## src/rtl/core/lcus_pkg.sv

```systemverilog
`default_nettype none
package lcus_pkg;

    localparam int STEP_COUNT = 4;
    localparam int STEP_W = 3;
    localparam logic [STEP_W-1:0] LAST_STEP = STEP_W'(STEP_COUNT - 1);

    localparam logic [8:0] RETRY_PERIOD = 9'd30;
    localparam logic [8:0] STEP0_WAIT = 9'd120;
    localparam logic [8:0] STEP0_LONG = 9'd300;
    localparam logic [15:0] NOT_READY_HOLD = 16'd50;
    localparam logic [16:0] RESTART_MARGIN = 17'd10;
    localparam logic [6:0] HEARTBEAT_MOD = 7'd99;
    localparam logic [4:0] SIM_MOD = 5'd20;
    localparam logic [15:0] CONFIG_MOD = 16'd36000;
    localparam logic [11:0] TIME_MOD = 12'd3010;

    localparam logic [1:0] MODEM_NOT_READY = 2'd1;
    localparam logic [1:0] MODEM_FRESH = 2'd2;

    localparam logic [1:0] REG_RECORD_INTERVAL = 2'd0;
    localparam logic [1:0] REG_POSITION_LIMIT = 2'd1;
    localparam logic [1:0] REG_FORCED_COUNT = 2'd2;
    localparam logic [1:0] REG_SILENCE_TIMEOUT = 2'd3;

    typedef struct packed {
        logic ack_seen;
        logic reply_seen;
        logic [1:0] modem_ready;
        logic alarm_pending;
        logic [1:0] alarm_level;
        logic signed [31:0] position_delta;
        logic sim_idle;
    } t_item;

    typedef struct packed {
        logic send_heartbeat;
        logic request_time;
        logic send_power_on;
        logic send_config;
        logic send_alarm;
        logic send_record;
        logic send_sim;
        logic modem_restart;
        logic online;
        logic connected;
    } t_result;

    typedef struct packed {
        logic start;
        logic [31:0] dividend;
        logic [15:0] divisor;
    } t_div_req;

    typedef struct packed {
        logic done;
        logic [31:0] quot;
        logic [15:0] rem;
    } t_div_rsp;

endpackage
`default_nettype wire

```

## src/rtl/core/lcus_front.sv

```systemverilog
`default_nettype none
module lcus_front (
    input  wire logic           i_clk,
    input  wire logic           i_rst_n,
    input  wire logic           i_push,
    output logic                o_full,
    input  wire lcus_pkg::t_item i_item,
    input  wire logic           i_take,
    output logic                o_valid,
    output lcus_pkg::t_item     o_item
);
    lcus_pkg::t_item r_mem [2];
    logic r_wp, r_rp;
    logic [1:0] r_cnt;
    logic w_put, w_get;

    assign o_full = (r_cnt == 2'd2);
    assign o_valid = (r_cnt != 2'd0);
    assign o_item = r_mem[r_rp];
    assign w_put = i_push && !o_full;
    assign w_get = i_take && o_valid;

    always_ff @(posedge i_clk) begin
        if (w_put) begin
            r_mem[r_wp] <= i_item;
        end
    end

    always_ff @(posedge i_clk) begin
        if (!i_rst_n) begin
            r_wp <= 1'b0;
            r_rp <= 1'b0;
            r_cnt <= 2'd0;
        end else begin
            if (w_put) begin
                r_wp <= ~r_wp;
            end
            if (w_get) begin
                r_rp <= ~r_rp;
            end
            r_cnt <= r_cnt + {1'b0, w_put} - {1'b0, w_get};
        end
    end
endmodule
`default_nettype wire

```

## src/rtl/core/lcus_div.sv

```systemverilog
`default_nettype none
module lcus_div (
    input  wire logic              i_clk,
    input  wire logic              i_rst_n,
    input  wire lcus_pkg::t_div_req i_req,
    output lcus_pkg::t_div_rsp     o_rsp
);
    logic r_busy;
    logic [5:0] r_cnt;
    logic [31:0] r_quot;
    logic [15:0] r_rem;
    logic [15:0] r_div;
    logic r_done;
    logic [16:0] w_trial;
    logic w_ge;

    // restoring division, one quotient bit per cycle
    assign w_trial = {r_rem, r_quot[31]};
    assign w_ge = (w_trial >= {1'b0, r_div});

    always_ff @(posedge i_clk) begin
        if (i_req.start) begin
            r_quot <= i_req.dividend;
            r_rem <= 16'd0;
            r_div <= i_req.divisor;
        end else if (r_busy) begin
            r_quot <= {r_quot[30:0], w_ge};
            r_rem <= w_ge ? 16'(w_trial - {1'b0, r_div}) : w_trial[15:0];
        end
    end

    always_ff @(posedge i_clk) begin
        if (!i_rst_n) begin
            r_busy <= 1'b0;
            r_cnt <= 6'd0;
            r_done <= 1'b0;
        end else begin
            r_done <= 1'b0;
            if (i_req.start) begin
                r_busy <= 1'b1;
                r_cnt <= 6'd0;
            end else if (r_busy) begin
                r_cnt <= r_cnt + 6'd1;
                if (r_cnt == 6'd31) begin
                    r_busy <= 1'b0;
                    r_done <= 1'b1;
                end
            end
        end
    end

    assign o_rsp.done = r_done;
    assign o_rsp.quot = r_quot;
    assign o_rsp.rem = r_rem;
endmodule
`default_nettype wire

```

## src/rtl/core/lcus_back.sv

```systemverilog
`default_nettype none
module lcus_back (
    input  wire logic               i_clk,
    input  wire logic               i_rst_n,
    input  wire logic               i_cfg_we,
    input  wire logic [1:0]         i_cfg_idx,
    input  wire logic [15:0]        i_cfg_data,
    input  wire logic               i_valid,
    input  wire lcus_pkg::t_item    i_item,
    output logic                    o_take,
    output lcus_pkg::t_div_req      o_div_req,
    input  wire lcus_pkg::t_div_rsp i_div_rsp,
    input  wire logic               i_pop,
    output logic                    o_empty,
    output lcus_pkg::t_result       o_result
);
    typedef enum logic [3:0] {
        S_IDLE   = 4'b0001,
        S_START  = 4'b0010,
        S_WAIT   = 4'b0100,
        S_COMMIT = 4'b1000
    } t_state;

    t_state r_state, n_state;

    logic [15:0] r_interval, r_limit, r_timeout;
    logic [7:0] r_forced;

    logic r_conn, n_conn;
    logic r_acked, n_acked;
    logic [lcus_pkg::STEP_W-1:0] r_step, n_step;
    logic [15:0] r_att, n_att;
    logic [8:0] r_p0, n_p0;
    logic [31:0] r_tick, n_tick;
    logic [15:0] r_sil, n_sil;
    logic [7:0] r_skip, n_skip;
    logic r_online, n_online;
    // residues of the tick count for the fixed schedules
    logic [6:0] r_m99, n_m99;
    logic [4:0] r_m20, n_m20;
    logic [15:0] r_m36k, n_m36k;
    logic [11:0] r_m3k, n_m3k;

    lcus_pkg::t_item r_item;
    logic [31:0] r_quot;
    logic [15:0] r_rem;
    logic r_out_valid;
    lcus_pkg::t_result r_out, n_out;

    logic w_commit;
    logic [15:0] w_att_inc;
    logic [8:0] w_period;
    logic [15:0] w_interval;

    logic sa, send_v, done, tick_en;
    logic [lcus_pkg::STEP_W-1:0] send_s;
    logic [lcus_pkg::STEP_W:0] nxt;
    logic [16:0] sil_lim;
    logic signed [33:0] dlt, lim;
    logic [7:0] skip_inc;

    assign w_att_inc = r_att + 16'd1;
    assign w_period = (r_step == '0) ? r_p0 : lcus_pkg::RETRY_PERIOD;
    assign w_interval = (r_interval == 16'd0) ? 16'd1 : r_interval;
    assign w_commit = (r_state == S_COMMIT) && (!r_out_valid || i_pop);
    assign o_take = (r_state == S_IDLE) && i_valid;

    always_comb begin
        o_div_req.start = (r_state == S_START);
        if (r_conn) begin
            o_div_req.dividend = r_tick;
            o_div_req.divisor = w_interval;
        end else begin
            o_div_req.dividend = {16'd0, w_att_inc};
            o_div_req.divisor = (w_period == 9'd0) ? 16'd1 : {7'd0, w_period};
        end
    end

    always_comb begin
        n_state = r_state;
        unique case (r_state)
            S_IDLE:   if (i_valid) n_state = S_START;
            S_START:  n_state = S_WAIT;
            S_WAIT:   if (i_div_rsp.done) n_state = S_COMMIT;
            S_COMMIT: if (w_commit) n_state = S_IDLE;
            default:  n_state = S_IDLE;
        endcase
    end

    always_comb begin
        sa = r_acked | r_item.ack_seen;
        n_conn = r_conn;
        n_acked = sa;
        n_step = r_step;
        n_att = r_att;
        n_p0 = r_p0;
        n_tick = r_tick;
        n_sil = r_item.reply_seen ? 16'd0 : r_sil;
        n_skip = r_skip;
        n_online = r_online;
        n_m99 = r_m99;
        n_m20 = r_m20;
        n_m36k = r_m36k;
        n_m3k = r_m3k;
        n_out = '0;
        send_v = 1'b0;
        send_s = '0;
        done = 1'b0;
        tick_en = 1'b0;
        nxt = {1'b0, r_step} + 1'b1;
        sil_lim = {1'b0, r_timeout} + lcus_pkg::RESTART_MARGIN;
        dlt = 34'(r_item.position_delta);
        lim = $signed({18'd0, r_limit});
        skip_inc = r_skip + 8'd1;

        if (!r_conn) begin
            n_att = w_att_inc;
            if (sa) begin
                n_acked = 1'b0;
                n_att = 16'd0;
                if (nxt >= (lcus_pkg::STEP_W + 1)'(lcus_pkg::STEP_COUNT)) begin
                    done = 1'b1;
                    n_step = '0;
                end else begin
                    n_step = nxt[lcus_pkg::STEP_W-1:0];
                    send_v = 1'b1;
                    send_s = nxt[lcus_pkg::STEP_W-1:0];
                end
            end else if (r_p0 == 9'd0) begin
                n_p0 = lcus_pkg::STEP0_WAIT;
            end else if (r_item.modem_ready == lcus_pkg::MODEM_FRESH
                         && r_p0 == lcus_pkg::STEP0_WAIT) begin
                send_v = 1'b1;
                send_s = '0;
                n_p0 = lcus_pkg::RETRY_PERIOD;
                n_att = 16'd0;
            end else if (r_item.modem_ready == lcus_pkg::MODEM_NOT_READY
                         && w_att_inc < lcus_pkg::NOT_READY_HOLD) begin
                n_att = w_att_inc;
            end else if (r_rem == 16'd0) begin
                send_v = 1'b1;
                send_s = r_step;
                if (r_step == lcus_pkg::LAST_STEP) begin
                    if (r_quot > 32'd2) begin
                        done = 1'b1;
                        n_step = '0;
                        n_acked = 1'b0;
                        send_v = 1'b0;
                        n_att = 16'd0;
                    end
                end else if (r_step == '0) begin
                    if (w_period == lcus_pkg::STEP0_WAIT) begin
                        n_p0 = lcus_pkg::RETRY_PERIOD;
                        n_att = 16'd0;
                    end else if (r_quot > 32'd10) begin
                        n_p0 = lcus_pkg::STEP0_LONG;
                        n_att = 16'd0;
                    end
                end else if (r_quot > 32'd2) begin
                    n_step = r_step + 1'b1;
                    send_s = r_step + 1'b1;
                    n_att = 16'd0;
                end
            end
            if (send_v) begin
                if (send_s == lcus_pkg::LAST_STEP) begin
                    n_out.send_config = 1'b1;
                    n_acked = 1'b1;
                end else if (send_s == 0) begin
                    n_out.send_heartbeat = 1'b1;
                end else if (send_s == 1) begin
                    n_out.request_time = 1'b1;
                end else if (send_s == 2) begin
                    n_out.send_power_on = 1'b1;
                end
            end
            if (done) begin
                n_conn = 1'b1;
            end
        end else begin
            if (n_sil != 16'hFFFF) begin
                n_sil = n_sil + 16'd1;
            end
            if (n_sil > r_timeout) begin
                n_online = 1'b0;
                if ({1'b0, n_sil} >= sil_lim || n_sil == 16'hFFFF) begin
                    n_out.modem_restart = 1'b1;
                    n_p0 = lcus_pkg::RETRY_PERIOD;
                    n_acked = 1'b0;
                    n_step = '0;
                    n_att = 16'd0;
                    n_tick = 32'd0;
                    n_m99 = '0;
                    n_m20 = '0;
                    n_m36k = '0;
                    n_m3k = '0;
                    n_sil = 16'd0;
                    n_conn = 1'b0;
                end
            end else begin
                n_online = 1'b1;
                tick_en = 1'b1;
                if (r_item.alarm_pending
                    && (r_item.alarm_level == 2'd1 || r_item.alarm_level == 2'd2)) begin
                    n_out.send_alarm = 1'b1;
                end else if (r_rem == 16'd0) begin
                    if (dlt > lim || dlt < -lim) begin
                        n_out.send_record = 1'b1;
                        n_skip = 8'd0;
                    end else if (skip_inc >= r_forced) begin
                        n_out.send_record = 1'b1;
                        n_skip = 8'd0;
                    end else begin
                        n_skip = skip_inc;
                    end
                end
                if (r_m99 == '0) begin
                    n_out.send_heartbeat = 1'b1;
                end else if (r_m20 == '0 && r_item.sim_idle) begin
                    n_out.send_sim = 1'b1;
                end
                if (r_m36k == '0) begin
                    n_out.send_config = 1'b1;
                end else if (r_m3k == '0) begin
                    n_out.request_time = 1'b1;
                end
            end
        end

        if (tick_en) begin
            n_tick = r_tick + 32'd1;
            if (r_tick == 32'hFFFF_FFFF) begin
                n_m99 = '0;
                n_m20 = '0;
                n_m36k = '0;
                n_m3k = '0;
            end else begin
                n_m99 = (r_m99 == lcus_pkg::HEARTBEAT_MOD - 7'd1) ? '0 : r_m99 + 7'd1;
                n_m20 = (r_m20 == lcus_pkg::SIM_MOD - 5'd1) ? '0 : r_m20 + 5'd1;
                n_m36k = (r_m36k == lcus_pkg::CONFIG_MOD - 16'd1) ? '0 : r_m36k + 16'd1;
                n_m3k = (r_m3k == lcus_pkg::TIME_MOD - 12'd1) ? '0 : r_m3k + 12'd1;
            end
        end

        n_out.online = n_online;
        n_out.connected = n_conn;
    end

    always_ff @(posedge i_clk) begin
        if (o_take) begin
            r_item <= i_item;
        end
        if (i_div_rsp.done) begin
            r_quot <= i_div_rsp.quot;
            r_rem <= i_div_rsp.rem;
        end
        if (w_commit) begin
            r_out <= n_out;
        end
    end

    always_ff @(posedge i_clk) begin
        if (!i_rst_n) begin
            r_state <= S_IDLE;
            r_interval <= 16'd20;
            r_limit <= 16'd80;
            r_forced <= 8'd15;
            r_timeout <= 16'd6200;
            r_conn <= 1'b0;
            r_acked <= 1'b0;
            r_step <= '0;
            r_att <= 16'd0;
            r_p0 <= 9'd0;
            r_tick <= 32'd0;
            r_sil <= 16'd0;
            r_skip <= 8'd0;
            r_online <= 1'b0;
            r_m99 <= '0;
            r_m20 <= '0;
            r_m36k <= '0;
            r_m3k <= '0;
            r_out_valid <= 1'b0;
        end else begin
            r_state <= n_state;
            if (i_cfg_we) begin
                unique case (i_cfg_idx)
                    lcus_pkg::REG_RECORD_INTERVAL: r_interval <= i_cfg_data;
                    lcus_pkg::REG_POSITION_LIMIT:  r_limit <= i_cfg_data;
                    lcus_pkg::REG_FORCED_COUNT:    r_forced <= i_cfg_data[7:0];
                    lcus_pkg::REG_SILENCE_TIMEOUT: r_timeout <= i_cfg_data;
                    default: ;
                endcase
            end
            if (w_commit) begin
                r_conn <= n_conn;
                r_acked <= n_acked;
                r_step <= n_step;
                r_att <= n_att;
                r_p0 <= n_p0;
                r_tick <= n_tick;
                r_sil <= n_sil;
                r_skip <= n_skip;
                r_online <= n_online;
                r_m99 <= n_m99;
                r_m20 <= n_m20;
                r_m36k <= n_m36k;
                r_m3k <= n_m3k;
                r_out_valid <= 1'b1;
            end else if (i_pop) begin
                r_out_valid <= 1'b0;
            end
        end
    end

    assign o_empty = !r_out_valid;
    assign o_result = r_out;
endmodule
`default_nettype wire

```

## src/rtl/core/link_connect_and_upload_scheduler_top.sv

```systemverilog
// Link connect and upload scheduler.
// Input channel: one transaction per 100 ms tick, pushed with push while full
// is low. A two-entry input queue lets the next tick be taken while the
// current one is worked on or its result waits.
// Result channel: one transaction per tick, held on the o_ ports while empty is
// low and removed with pop. Send flags are one-tick pulses; online and
// connected give the link state after the tick.
// In the back end a tick is picked up from the queue in the idle state, the
// start state starts the shared 32-step restoring divider (tick count modulo
// the record interval, or attempt count by the current step's period), the
// wait state waits for the divider's registered done flag, and the commit
// state writes the result. The back end takes no new tick until it has
// committed the current one.
// If the receiver stalls, the finished result stays in the output register,
// the back end waits at commit, and the input queue fills and raises full.
// Configuration writes are taken at once on the write enable.
// Synchronous reset loads the register defaults and returns to disconnected
// state at connect step 0 with empty queues.
`default_nettype none
module link_connect_and_upload_scheduler_top (
    input  wire logic        i_clk,
    input  wire logic        i_rst_n,
    input  wire logic        i_cfg_we,
    input  wire logic [1:0]  i_cfg_idx,
    input  wire logic [15:0] i_cfg_data,
    input  wire logic        push,
    output logic             full,
    input  wire logic        i_ack_seen,
    input  wire logic        i_reply_seen,
    input  wire logic [1:0]  i_modem_ready,
    input  wire logic        i_alarm_pending,
    input  wire logic [1:0]  i_alarm_level,
    input  wire logic signed [31:0] i_position_delta,
    input  wire logic        i_sim_idle,
    output logic             empty,
    input  wire logic        pop,
    output logic             o_send_heartbeat,
    output logic             o_request_time,
    output logic             o_send_power_on,
    output logic             o_send_config,
    output logic             o_send_alarm,
    output logic             o_send_record,
    output logic             o_send_sim,
    output logic             o_modem_restart,
    output logic             o_online,
    output logic             o_connected
);
    lcus_pkg::t_item w_in, w_q;
    lcus_pkg::t_result w_res;
    lcus_pkg::t_div_req w_req;
    lcus_pkg::t_div_rsp w_rsp;
    logic w_valid, w_take;

    assign w_in.ack_seen = i_ack_seen;
    assign w_in.reply_seen = i_reply_seen;
    assign w_in.modem_ready = i_modem_ready;
    assign w_in.alarm_pending = i_alarm_pending;
    assign w_in.alarm_level = i_alarm_level;
    assign w_in.position_delta = i_position_delta;
    assign w_in.sim_idle = i_sim_idle;

    lcus_front u_front (
        .i_clk(i_clk), .i_rst_n(i_rst_n), .i_push(push), .o_full(full),
        .i_item(w_in), .i_take(w_take), .o_valid(w_valid), .o_item(w_q)
    );

    lcus_div u_div (
        .i_clk(i_clk), .i_rst_n(i_rst_n), .i_req(w_req), .o_rsp(w_rsp)
    );

    lcus_back u_back (
        .i_clk(i_clk), .i_rst_n(i_rst_n),
        .i_cfg_we(i_cfg_we), .i_cfg_idx(i_cfg_idx), .i_cfg_data(i_cfg_data),
        .i_valid(w_valid), .i_item(w_q), .o_take(w_take),
        .o_div_req(w_req), .i_div_rsp(w_rsp),
        .i_pop(pop), .o_empty(empty), .o_result(w_res)
    );

    assign o_send_heartbeat = w_res.send_heartbeat;
    assign o_request_time = w_res.request_time;
    assign o_send_power_on = w_res.send_power_on;
    assign o_send_config = w_res.send_config;
    assign o_send_alarm = w_res.send_alarm;
    assign o_send_record = w_res.send_record;
    assign o_send_sim = w_res.send_sim;
    assign o_modem_restart = w_res.modem_restart;
    assign o_online = w_res.online;
    assign o_connected = w_res.connected;

`ifndef SYNTHESIS
    a_restart_drops_link: assert property (@(posedge i_clk) disable iff (!i_rst_n)
        (!empty && o_modem_restart) |-> (!o_connected && !o_online))
        else $error("restart with link still up");
    a_online_needs_connect: assert property (@(posedge i_clk) disable iff (!i_rst_n)
        (!empty && o_online) |-> o_connected)
        else $error("online while not connected");
    a_alarm_only_online: assert property (@(posedge i_clk) disable iff (!i_rst_n)
        (!empty && (o_send_alarm || o_send_record || o_send_sim)) |-> o_online)
        else $error("upload while offline");
`endif
endmodule
`default_nettype wire
```

## config.mk

```make
export PLATFORM = sky130hd
export DESIGN_NAME = link_connect_and_upload_scheduler_top
export DESIGN_NICKNAME = d
export VERILOG_FILES = /design/src/rtl/core/lcus_pkg.sv /design/src/rtl/core/lcus_front.sv /design/src/rtl/core/lcus_div.sv /design/src/rtl/core/lcus_back.sv /design/src/rtl/core/link_connect_and_upload_scheduler_top.sv
export SDC_FILE = /design/constraint.sdc
export NUM_CORES = 1
export LEC_CHECK = 0
export ABC_AREA = 1
export BUFFER_PORTS_ARGS = -buffer_cell sky130_fd_sc_hd__buf_2
export CAP_MARGIN = 30
export CORE_MARGIN = 2
export CORE_UTILIZATION = 50
export DETAILED_ROUTE_END_ITERATION = 8
export PLACE_DENSITY = 0.62
export RECOVER_POWER = 25
export SLEW_MARGIN = 20
export SYNTH_ARGS = -nofsm -noshare
export SYNTH_HDL_FRONTEND = slang
export SYNTH_HIERARCHICAL = 1
export SYNTH_SLANG_ARGS = --single-unit
```

## constraint.sdc

```tcl
create_clock -name i_clk -period 5.1 [get_ports i_clk]
set_input_delay 1.275 -clock i_clk [delete_from_list [all_inputs] [get_ports i_clk]]
set_output_delay 1.275 -clock i_clk [all_outputs]
set_load 0.01 [all_outputs]
```

==> results.ini, run 1 <==
[floorplan]
core-area_um2=48600
row_count=81
start_util_pct=50.3
ioPinCount=75
fp.dieArea_um2=50700
die_x_um=225
die_height_um=225

[cts]
post_cts_buffers=0
cts_tree=yes
clkSinkCount=441
insertion_delay_ps=580
cts_root_buffer=clkbuf_16
postCtsHoldBufs=0
h-tree-depth=2
ctsResizeCount=0
cts_buffer_depth=3
cts_made_buffers=48
path_clk_slew_ps=60

[synthesis]
synthXorXnorAreaFrac_pct=3.15
synth_edf_count=226
yosysWarnings=6
synth_fp_nets=3226
syn_area_per_cell_um2=8.06
yosysTopAreaCellShare_pct=27.8
synth_top_family_by_area=simple AND/OR/NAND/NOR gates
synthFlopType=edfxtp_1
yosys.area.top_type=edfxtp_1
synth.distinct_cells=55
synthesis.area_um2=24400
synth.area.mux_share_pct=1.84
synthTopCellsByArea=edfxtp_1, dfxtp_1, nand2_1, ha_1, inv_1
seq_area_frac_synth_pct=45.4
ys_ff_latch=441
synthCells=3035
postSynth.asyncResetShare_pct=0
synth_simple_gate_area_share_pct=26.1
synth_compound_area_share_pct=9.40
synthAdderAreaFrac_pct=6.58

[setup_path]
start_kind=register
cpMostUsedCell=nand2_1
path_depth=22
slowest_stage=edfxtp_1
crit_chain=nor2_1 -> ha_1 -> nand2_1 -> nor2_2 -> nand2_2 -> nor2_4 -> nand2_4 -> nand2_1 -> ha_1 -> nand2_1 -> inv_1 -> o21ai_0 -> a21oi_1 -> nor2_1 -> nand2_1 -> nand2_1 -> nand2_2 -> inv_1 -> nand2_1 -> nor2_1 -> o21ai_0 -> a21oi_1
crit_path_end_kind=register
critPathMaxStageDelay_ps=550
required_ps=5600
rr_worst_depth=22
criticalPathCategory=register to register
path_delay_family=simple AND/OR/NAND/NOR gates
crit_buf_inv=2
cp.arrival_ps=4800
cp_max_fo=15

[final_layout]
antenna_cells=0
final_cell_mix=nand2_1, inv_1, nor2_1
syn2layout_area_growth_pct=10.3
n_fill_cell=4532
final_layout_size_suffix_gt1_share_pct=8.83
final_common_cell=nand2_1
multiInputGateArea_um2=11500
layout.nets=3268
seqCellArea_um2=11100

[detailed_routing]
vias_per_cell=5.41
drc_errors=0
antenna_left=0
wire_per_inst_um=16.2
first_pass_iters=5
vias=20200
wl_mm=60.4
drtIter0Drc=1403

[outcome]
outcome=finished, violations left
violations=capacitance limit, slew limit

[grt]
grt_max_degree=98
grt_usage_pct=24.0
grt_pass1_vias=19300
antenna_found_initial=0
grt_pass1_wl_mm=97.8
overflow=0

[hold_path]
min_path_cells=0
hp-class=register to register

[pwr]
p_int_mw=7.45
leakagePower_nw=11.1
clkPwrFrac_pct=33.9
power.density_nw_per_um2=402
combinationalPowerShare_pct=24.2
seqPwrFrac_pct=41.9
p_sw_share_pct=31.2
ir_worst_vdd_v=0.000317
power_switching_mw=3.38

[place]
portBuffers=74
place.gp.congestion=0.940
dp.final_hpwl_mm=44.3

[sta]
setup_viol_count_final=0
finalCriticalPeriod_ps=4300
grt_setup_unrepaired=false
skew_ps=11.9
hold_ws_ps=446
fmax_mhz=233
setup_tns_ps=0
worstMarginPinSlew_ps=2670
timing_hold_violations_final=0
slew_headroom_pct=-78.1
maxSlewViolCount=50
fin_crit_sh_pct=84.3

[run]
drv_cap=1

==> worst paths after layout <==
check,startpoint,end,slack (ps)
worst min-delay path,u_div/r_quot[1],u_back/r_quot[1],450
worst min register to register,u_div/r_quot[1],u_back/r_quot[1],450
worst max register to register,u_back/r_item[38],u_back/r_m3k[0],800
worst max-delay path,u_back/r_item[38],u_back/r_m3k[0],800
==> Yosys cell counts (4+ instances only) <==
library cell / number
dfxtp_1: 215
ha_1: 127
nand2_4: 5
a21oi_2: 4
nand2_1: 719
nand3_1: 160
clkinv_1: 5
inv_2: 13
or2_2: 4
a31oi_1: 7
xor2_1: 67
o21bai_1: 5
buf_4: 6
xnor2_1: 21
nor2_2: 10
o21a_1: 5
nor3_1: 87
nand2_2: 16
nand3b_1: 28
nand3_2: 6
a21oi_1: 205
clkbuf_1: 69
buf_2: 7
inv_1: 327
o211ai_1: 16
o21ai_0: 169
edfxtp_1: 226
buf_1: 7
nor4_1: 33
buf_6: 14
nor2_1: 307
mux2_2: 40
nand4_1: 69
==> cell type report <==
class | instances | share of cell area [%]
multi-input combinational | 2143 | 42.8
sequential | 441 | 41.1
clock buffer | 61 | 4.93
inverter | 346 | 4.82
tap | 622 | 2.89
timing repair buffer | 97 | 2.17
clock inverter | 27 | 1.28
==> state kept, by name, indices dropped and copies added (netlist names), 32 cells and up, named ones only <==
name	flops
u_front/r_mem	80
u_back/dlt	32
u_back/r_quot	32
u_back/r_tick	32
u_div/r_quot	32
==> power groups by stage <==
stage	Combinational (mW)	Sequential (mW)	Clock, mW
global placement	2.51	4.64	0
finish	2.62	4.54	3.67
floorplan	2.12	4.49	0
global route	3.01	4.58	3.90
CTS	2.60	4.57	3.78
detailed placement	2.58	4.65	0
==> layer usage <==
metal  GRT usage, %  vias to the layer above  share of wire (%)
met1           30.5                     9337                 43
li1               -                    10200                  -
met3           3.74                      139                5.4
met4           10.8                        0                4.2
met2           40.3                      511                 47
met5              0                        -                  0
==> through the flow <==
stage | cells | cell area (um^2) | worst slack [ps] | power (mW) | util, %
floorplan | 3035 | 24400 | 1470 | 6.62 | -
global placement | 3645 | 25300 | 993 | 7.15 | 51.9
detailed placement | 3647 | 25300 | 833 | 7.23 | 52.0
CTS | 3735 | 27000 | 797 | 11.0 | 55.4
global route | 3737 | 27000 | 333 | 11.5 | 55.4
finish | 3737 | 27000 | 802 | 10.8 | 55.4
==> cells by family (layout without fill, tap and decap cells) <==
| logic type | count (synthesis) | in the layout |
|---|---|---|
| AND/OR/NAND/NOR | 1458 | 1458 |
| buffers and inverters | 451 | 531 |
| flip-flops | 441 | 441 |
| AO/OA/AOI/OAI | 429 | 429 |
| adder cells (fa/ha/maj) | 128 | 128 |
| XOR/XNOR | 88 | 88 |
| multiplexers | 40 | 40 |
(Power assumes the default switching activity.)
==> inputs of run 2 (changes only) <==
PLACE_DENSITY = 0.65   (was 0.62)
clock period = 3.52 ns   (was 5.1 ns; I/O delays follow)
==> run 2 against run 1 <==
The run ends with setup timing left. Sequential cell count stayed put. Register-to-register slack worse by 950 ps. Hold slack better by 4.1 ps. First-iteration DRC count is 27% higher. Non-clock buffer count is 142 higher. Count of clock-buffer cells in the layout stayed put. Utilization is 5.6 points higher. Combinational power is 55% higher. Critical path depth is 1 lower. Wire length is 8.6% higher. Via count is 5.4% higher. Clock power is 36% higher. Largest power group unchanged.
==> results.ini, run 2 (synthesis gave the netlist of run 1 again) <==
[sta]
setup_slack_ps=-146  ; was 802 ps
fin_crit_sh_pct=104  ; was 84.3%
setup_viol_count_final=118  ; was 0
maxSlewViolCount=0  ; was 50
grt_setup_unrepaired=true  ; was false
timing_hold_violations_final=0  ; unchanged
skew_ps=19.5  ; was 11.9 ps
worstMarginPinSlew_ps=1020  ; was 2670 ps
fmax_mhz=273  ; was 233 MHz
slew_headroom_pct=31.7  ; was -78.1%
finalCriticalPeriod_ps=3670  ; was 4300 ps

[detailed_routing]
drtIter0Drc=1780  ; was 1,403
wl_mm=65.6  ; was 60.4 mm
wire_per_inst_um=16.9  ; was 16.2 um
drc_errors=0  ; unchanged
antenna_left=0  ; unchanged
vias=21300  ; was 20,200
vias_per_cell=5.49  ; was 5.41
first_pass_iters=6  ; was 5

[place]
dp_slack_ps=-189  ; was 833 ps
place.gp.congestion=0.928  ; was 0.940
dp.final_hpwl_mm=44.7  ; was 44.3 mm
place_inst=3748  ; was 3,647
portBuffers=74  ; unchanged

[grt]
overflow=0  ; unchanged
antenna_found_initial=0  ; unchanged
grt_usage_pct=24.2  ; was 24.0%
grt_max_degree=137  ; was 98
grt_pass1_vias=19800  ; was 19,300
grt_pass1_wl_mm=99.3  ; was 97.8 mm

[outcome]
violations=setup timing  ; was capacitance limit, slew limit
outcome=finished, violations left  ; unchanged

[setup_path]
endpoint=u_back/r_tick[8]  ; was u_back/r_m3k[0]
startpoint=u_back/r_item[38]  ; unchanged
crit_chain=buf_4 -> buf_4 -> nor2_2 -> nand2_1 -> nor2_2 -> nand4_1 -> nand2_2 -> nand2_8 -> ha_1 -> a21oi_2 -> o21a_1 -> nor2_1 -> nor2_1 -> nand3_2 -> nor2_4 -> nand3_4 -> nand2_8 -> buf_12 -> buf_12 -> o21ai_0 -> a21oi_1  ; was nor2_1 -> ha_1 -> nand2_1 -> nor2_2 -> nand2_2 -> nor2_4 -> nand2_4 -> nand2_1 -> ha_1 -> nand2_1 -> inv_1 -> o21ai_0 -> a21oi_1 -> nor2_1 -> nand2_1 -> nand2_1 -> nand2_2 -> inv_1 -> nand2_1 -> nor2_1 -> o21ai_0 -> a21oi_1
required_ps=4030  ; was 5600 ps
worst_r2r_endpoint=u_back/r_tick[8]  ; was u_back/r_m3k[0]
crit_path_end_kind=register  ; unchanged
r2r_start=u_back/r_item[38]  ; unchanged
criticalPathCategory=register to register  ; unchanged
cp.arrival_ps=4180  ; was 4800 ps
slowest_stage=edfxtp_1  ; unchanged
reg2reg_slack_ps=-150  ; was 800 ps
critPathMaxStageDelay_ps=480  ; was 550 ps
rr_worst_depth=21  ; was 22
start_kind=register  ; unchanged
cp_max_fo=7  ; was 15

[final_layout]
antenna_cells=0  ; unchanged
final_cell_mix=nand2_1, inv_1, nor2_1  ; unchanged
top_register=u_front/r_mem  ; unchanged
layout.nets=3412  ; was 3,268
largest_register_ffs=80  ; unchanged
final_layout_size_suffix_gt1_share_pct=19.4  ; was 8.83%
final_common_cell=nand2_1  ; unchanged
stdcell_count=3880  ; was 3,737
fin_util_pct=61.0  ; was 55.4%
syn2layout_area_growth_pct=21.4  ; was 10.3%
n_fill_cell=4240  ; was 4,532

[pwr]
ir_worst_vdd_v=0.000508  ; was 0.000317 V
power.density_nw_per_um2=527  ; was 402 nW/um^2
leakagePower_nw=12.1  ; was 11.1 nW
power.total_mw=15.6  ; was 10.8 mW

[cts]
clkSinkCount=441  ; unchanged
cts_made_buffers=48  ; unchanged
postCtsHoldBufs=0  ; unchanged
cts_tree=yes  ; unchanged
insertion_delay_ps=590  ; was 580 ps
cts_root_buffer=clkbuf_16  ; unchanged
path_clk_slew_ps=60  ; about the same
cts_buffer_depth=3  ; unchanged
h-tree-depth=2  ; unchanged

[floorplan]
die_height_um=225  ; unchanged
core-area_um2=48600  ; unchanged
row_count=81  ; unchanged
fp.dieArea_um2=50700  ; unchanged
die_x_um=225  ; unchanged
start_util_pct=50.3  ; unchanged
ioPinCount=75  ; unchanged

[hold_path]
hp-class=register to register  ; unchanged

[run]
drv_cap=0  ; was 1

[run 2: cell types whose count changed in the layout (fill, tap and decap cells not counted), sizes merged]
cell	before	now
clkbuf	77	84
nand2	741	742
buf	81	216
clkinv	21	16
clkinvlp	2	12
inv	342	341
bufinv	8	4
[run 2: timing repair]
item / in CTS / in global routing
gates cloned: 0 / 19
gates resized for setup: 20 / 323
pin swaps: 1 / 104
endpoints found under the setup margin: 124 / 132
setup buffers: 0 / 24
[run 2: worst min-delay path by stage]
stage                                     from                   end  slack, ps  cells past startpoint
after floorplan               u_div/r_quot[31]     u_back/r_quot[31]        430                      0
after global placement        u_div/r_quot[15]     u_back/r_quot[15]        430                      0
after detailed placement      u_div/r_quot[23]     u_back/r_quot[23]        440                      0
final                         u_div/r_quot[23]     u_back/r_quot[23]        450                      0
after global routing      i_position_delta[17]  u_front/r_mem[0][18]        450                      1
after CTS                 i_position_delta[16]  u_front/r_mem[1][17]        440                      1
[run 2: per-layer routing]
metal	vias up	track usage (%)	share of wire, %
li1	10500	-	-
met1	10000	31.4	43
met2	653	42.2	49
met3	121	3.05	5.6
met4	0	7.69	2.6
met5	-	0	0
[run 2: area by class of cell]
| class | count | area [um^2] | share of cell area (%) |
|---|---|---|---|
| clock inverters | 26 | 260 | 0.877 |
| repair buffers | 239 | 2090 | 7.04 |
| flip-flops and latches | 441 | 11100 | 37.4 |
| well taps | 622 | 778 | 2.62 |
| repair inverters | 1 | 7.51 | 0.0253 |
| clock buffers | 61 | 1310 | 4.42 |
| inverters | 346 | 1320 | 4.44 |
| multi-input cells | 2144 | 12800 | 43.2 |
[run 2: worst max-delay path: cells and delay by family, from the launching register on]
family	cells	cell delay, ps
fa+ha+maj	1	340
simple gates	12	1590
flops	1	480
buf+inv	4	670
compound gates	4	510
[run 2: through the flow]
stage / instance area, um^2 / setup TNS, ps / hold slack, ps
after floorplan: 24500 / 0 / 426
after global placement: 26100 / -3800 / 435
after detailed placement: 26100 / -10170 / 435
after CTS: 27800 / -75.4 / 440
after global routing: 29700 / -26250 / 451
final: 29700 / -7620 / 450
[run 2: where the power goes]
part	leakage [nW]	internal (mW)	switching, mW
Combinational	7.49	1.49	2.57
Clock	0.738	2.94	2.06
Sequential	3.85	6.18	0.394
Total	12.1	10.6	5.03
==> inputs of run 3 (changes only) <==
ABC_AREA = not set   (was 1)
PLACE_DENSITY = 0.66   (was 0.65)
clock period = 3.4 ns   (was 3.52 ns; I/O delays follow)
==> run 3 against run 2 <==
The run still ends with setup timing left. Clock power up 3%. Via count down 8.9%. Synthesized cell count down 22%. Sequential cell count stayed put. Largest power group unchanged.
==> results.ini, run 3 <==
[place]
place.gp.congestion=0.908  ; was 0.928
portBuffers=74  ; unchanged
place_inst=3148  ; was 3,748
dp.final_hpwl_mm=43.2  ; was 44.7 mm

[cts]
cts_root_buffer=clkbuf_16  ; unchanged
postCtsHoldBufs=0  ; unchanged
clkSinkCount=441  ; unchanged
insertion_delay_ps=600  ; was 590 ps
cts_buffer_depth=3  ; unchanged
cts_made_buffers=47  ; was 48
path_clk_slew_ps=60  ; about the same
h-tree-depth=2  ; unchanged
cts_tree=yes  ; unchanged

[floorplan]
core-area_um2=46400  ; was 48,600 um^2
start_util_pct=50.5  ; was 50.3%
die_x_um=220  ; was 225 um
fp.dieArea_um2=48600  ; was 50,700 um^2
die_height_um=220  ; was 225 um
ioPinCount=75  ; unchanged
row_count=79  ; was 81

[final_layout]
largest_register_ffs=80  ; unchanged
antenna_cells=0  ; unchanged
syn2layout_area_growth_pct=23.6  ; was 21.4%
final_layout_size_suffix_gt1_share_pct=24.9  ; was 19.4%
top_register=u_front/r_mem  ; unchanged
final_cell_mix=nand2_1, edfxtp_1, dfxtp_1  ; was nand2_1, inv_1, nor2_1
final_common_cell=nand2_1  ; unchanged
n_fill_cell=3769  ; was 4,240
layout.nets=2832  ; was 3,412
stdcell_count=3286  ; was 3,880
multiInputGateArea_um2=12300  ; was 12,800 um^2
seqCellArea_um2=11100  ; about the same

[detailed_routing]
wl_met1_mm=25.5  ; was 28.4 mm
wl_mm=61.9  ; was 65.6 mm
vias_per_cell=5.90  ; was 5.49
dr_wl_met2_mm=31.2  ; was 31.8 mm
highest_layer=met5  ; was met4
drc_errors=0  ; unchanged
drtIter0Drc=1279  ; was 1,780
wl_met3_mm=3.40  ; was 3.70 mm
antenna_left=0  ; unchanged
vias=19400  ; was 21,300
wire_per_inst_um=18.8  ; was 16.9 um
first_pass_iters=5  ; was 6

[setup_path]
critPathMaxStageDelay_ps=510  ; was 480 ps
rr_worst_depth=20  ; was 21
crit_path_end_kind=register  ; unchanged
slowest_stage=or4_1  ; was edfxtp_1
criticalPathCategory=register to register  ; unchanged
crit_buf_inv=7  ; was 4
r2r_start=u_back/r_item[38]  ; unchanged
cp.arrival_ps=5060  ; was 4180 ps
start_kind=register  ; unchanged
worst_r2r_endpoint=u_back/r_tick[31]  ; was u_back/r_tick[8]
path_delay_family=simple AND/OR/NAND/NOR gates  ; unchanged
required_ps=3910  ; was 4030 ps
crit_chain=buf_6 -> and4b_1 -> nand4_1 -> buf_4 -> o2111a_2 -> mux2i_4 -> inv_2 -> ha_1 -> nand4_1 -> nor4_2 -> o41ai_1 -> and4b_2 -> nor3_2 -> buf_4 -> a211oi_4 -> buf_12 -> buf_12 -> buf_16 -> or4_1 -> a21oi_1  ; was buf_4 -> buf_4 -> nor2_2 -> nand2_1 -> nor2_2 -> nand4_1 -> nand2_2 -> nand2_8 -> ha_1 -> a21oi_2 -> o21a_1 -> nor2_1 -> nor2_1 -> nand3_2 -> nor2_4 -> nand3_4 -> nand2_8 -> buf_12 -> buf_12 -> o21ai_0 -> a21oi_1
reg2reg_slack_ps=-1150  ; was -150 ps
cp_max_fo=11  ; was 7

[pwr]
ir_worst_vdd_v=0.000792  ; was 0.000508 V
power.total_mw=14.9  ; was 15.6 mW
leakagePower_nw=10.8  ; was 12.1 nW
power.density_nw_per_um2=516  ; was 527 nW/um^2

[synthesis]
synth_compound_area_share_pct=15.3  ; was 9.40%
syn_area_per_cell_um2=9.90  ; was 8.06 um^2
synth_fp_nets=2554  ; was 3,226
yosys.area.top_type=edfxtp_1  ; unchanged
yosysTopAreaCellShare_pct=29.0  ; was 27.8%
synthAdderAreaFrac_pct=6.87  ; was 6.58%
ys_ff_latch=441  ; unchanged
synthesis.area_um2=23400  ; was 24,400 um^2
synth.distinct_cells=88  ; was 55
netlist_top_cells_count=nand2_1, edfxtp_1, dfxtp_1  ; was nand2_1, inv_1, nor2_1
synthXorXnorAreaFrac_pct=2.73  ; was 3.15%
yosysWarnings=6  ; unchanged
synth_top_family_by_area=simple AND/OR/NAND/NOR gates  ; unchanged
synth_simple_gate_area_share_pct=19.4  ; was 26.1%
synth.area.mux_share_pct=4.09  ; was 1.84%
postSynth.asyncResetShare_pct=0  ; unchanged
synthCells=2363  ; was 3,035
synth_edf_count=226  ; unchanged
synthTopCellsByArea=edfxtp_1, dfxtp_1, ha_1, nand2_1, a21oi_1  ; was edfxtp_1, dfxtp_1, nand2_1, ha_1, inv_1
synthFlopType=edfxtp_1  ; unchanged
yosysMostFrequentCell=nand2_1  ; unchanged
seq_area_frac_synth_pct=47.4  ; was 45.4%

[sta]
fmax_mhz=220  ; was 273 MHz
grt_setup_unrepaired=true  ; unchanged
skew_ps=25.1  ; was 19.5 ps
setup_slack_ps=-1150  ; was -146 ps
setup_viol_count_final=134  ; was 118
maxSlewViolCount=0  ; unchanged
fin_crit_sh_pct=134  ; was 104%
finalCriticalPeriod_ps=4550  ; was 3670 ps
worstMarginPinSlew_ps=845  ; was 1020 ps
setup_tns_ps=-124680  ; was -7620 ps
slew_headroom_pct=43.7  ; was 31.7%
timing_hold_violations_final=0  ; unchanged
hold_ws_ps=442  ; was 450 ps

[grt]
overflow=0  ; unchanged
antenna_found_initial=2  ; was 0
grt_pass1_wl_mm=99.0  ; was 99.3 mm
grt_usage_pct=25.6  ; was 24.2%
grt_pass1_vias=19100  ; was 19,800
grt_max_degree=76  ; was 137

[outcome]
outcome=finished, violations left  ; unchanged
violations=setup timing  ; unchanged

[hold_path]
hp-class=input port to register  ; was register to register
hold_path_end=u_front/r_mem[1][25]  ; was u_back/r_quot[23]
min_path_cells=1  ; was 0
hold_start=i_position_delta[24]  ; was u_div/r_quot[23]

[run]
drv_cap=0  ; unchanged

## run 3: changes by cell type after synthesis, moves of 38 or more
cell | previous run | this run
nand3_1 | 160 | 79
o21ai_0 | 169 | 88
nor3_1 | 87 | 35
nor2_1 | 307 | 129
xor2_1 | 67 | 27
or3_1 | 0 | 38
nand2_1 | 719 | 267
and2_1 | 3 | 41
inv_1 | 327 | 114
## run 3: kinds of logic after synthesis
kind of cell / after synthesis
flops: 441
xor+xnor: 73
fa+ha+maj: 128
compound gates: 536
buf+inv: 230
mux: 86
simple gates: 869
## run 3: worst max path at each step
stage	startpoint	slack, ps	end	depth (start not counted)
3_3_place_gp	u_back/r_item[38]	-1130	u_back/r_m20[0]	18
2_1_floorplan	u_back/r_item[38]	-980	u_back/r_m99[5]	20
5_1_grt	u_back/r_item[38]	-1380	u_back/r_m36k[15]	25
6_report	u_back/r_item[38]	-1150	u_back/r_tick[31]	20
3_5_place_dp	u_back/r_item[38]	-1220	u_back/r_m20[4]	21
4_1_cts	u_back/r_item[38]	-1030	u_back/r_tick[31]	22
## run 3: per-stage QoR
stage / worst slack, ps / utilization [%] / instance area [um^2]
after detailed placement: -1220 / 55.9 / 25900
after global routing: -1380 / 62.4 / 28900
after global placement: -1130 / 55.9 / 25900
after CTS: -1030 / 61.6 / 28500
after floorplan: -984 / - / 23600
final: -1150 / 62.4 / 28900
## run 3: layout make-up
type | instances | area share (%)
well taps | 607 | 2.62
clock inverters | 27 | 1.05
repair buffers | 344 | 9.81
clock buffers | 60 | 4.34
flip-flops and latches | 441 | 38.3
multi-input cells | 1692 | 42.3
inverters | 115 | 1.49
## run 3: timing repair
action,CTS,global route
resized for setup,145,75
pin swaps,88,47
setup endpoints to repair,134,135
buffers inserted,38,15
cloned,8,1
hold endpoints to repair,0,0
## run 3: routing by layer
layer,track usage (%),up-vias
li1,-,9376
met1,31.5,9365
met2,45.4,512
met3,4.04,139
met4,8.75,4
met5,0,-
## run 3: where the power goes
group | leakage [nW] | internal, mW | switching [mW] | total [mW]
Clock | 0.758 | 3.01 | 2.14 | 5.15
Sequential | 3.84 | 6.40 | 0.387 | 6.79
Combinational | 6.21 | 1.27 | 1.72 | 3.00
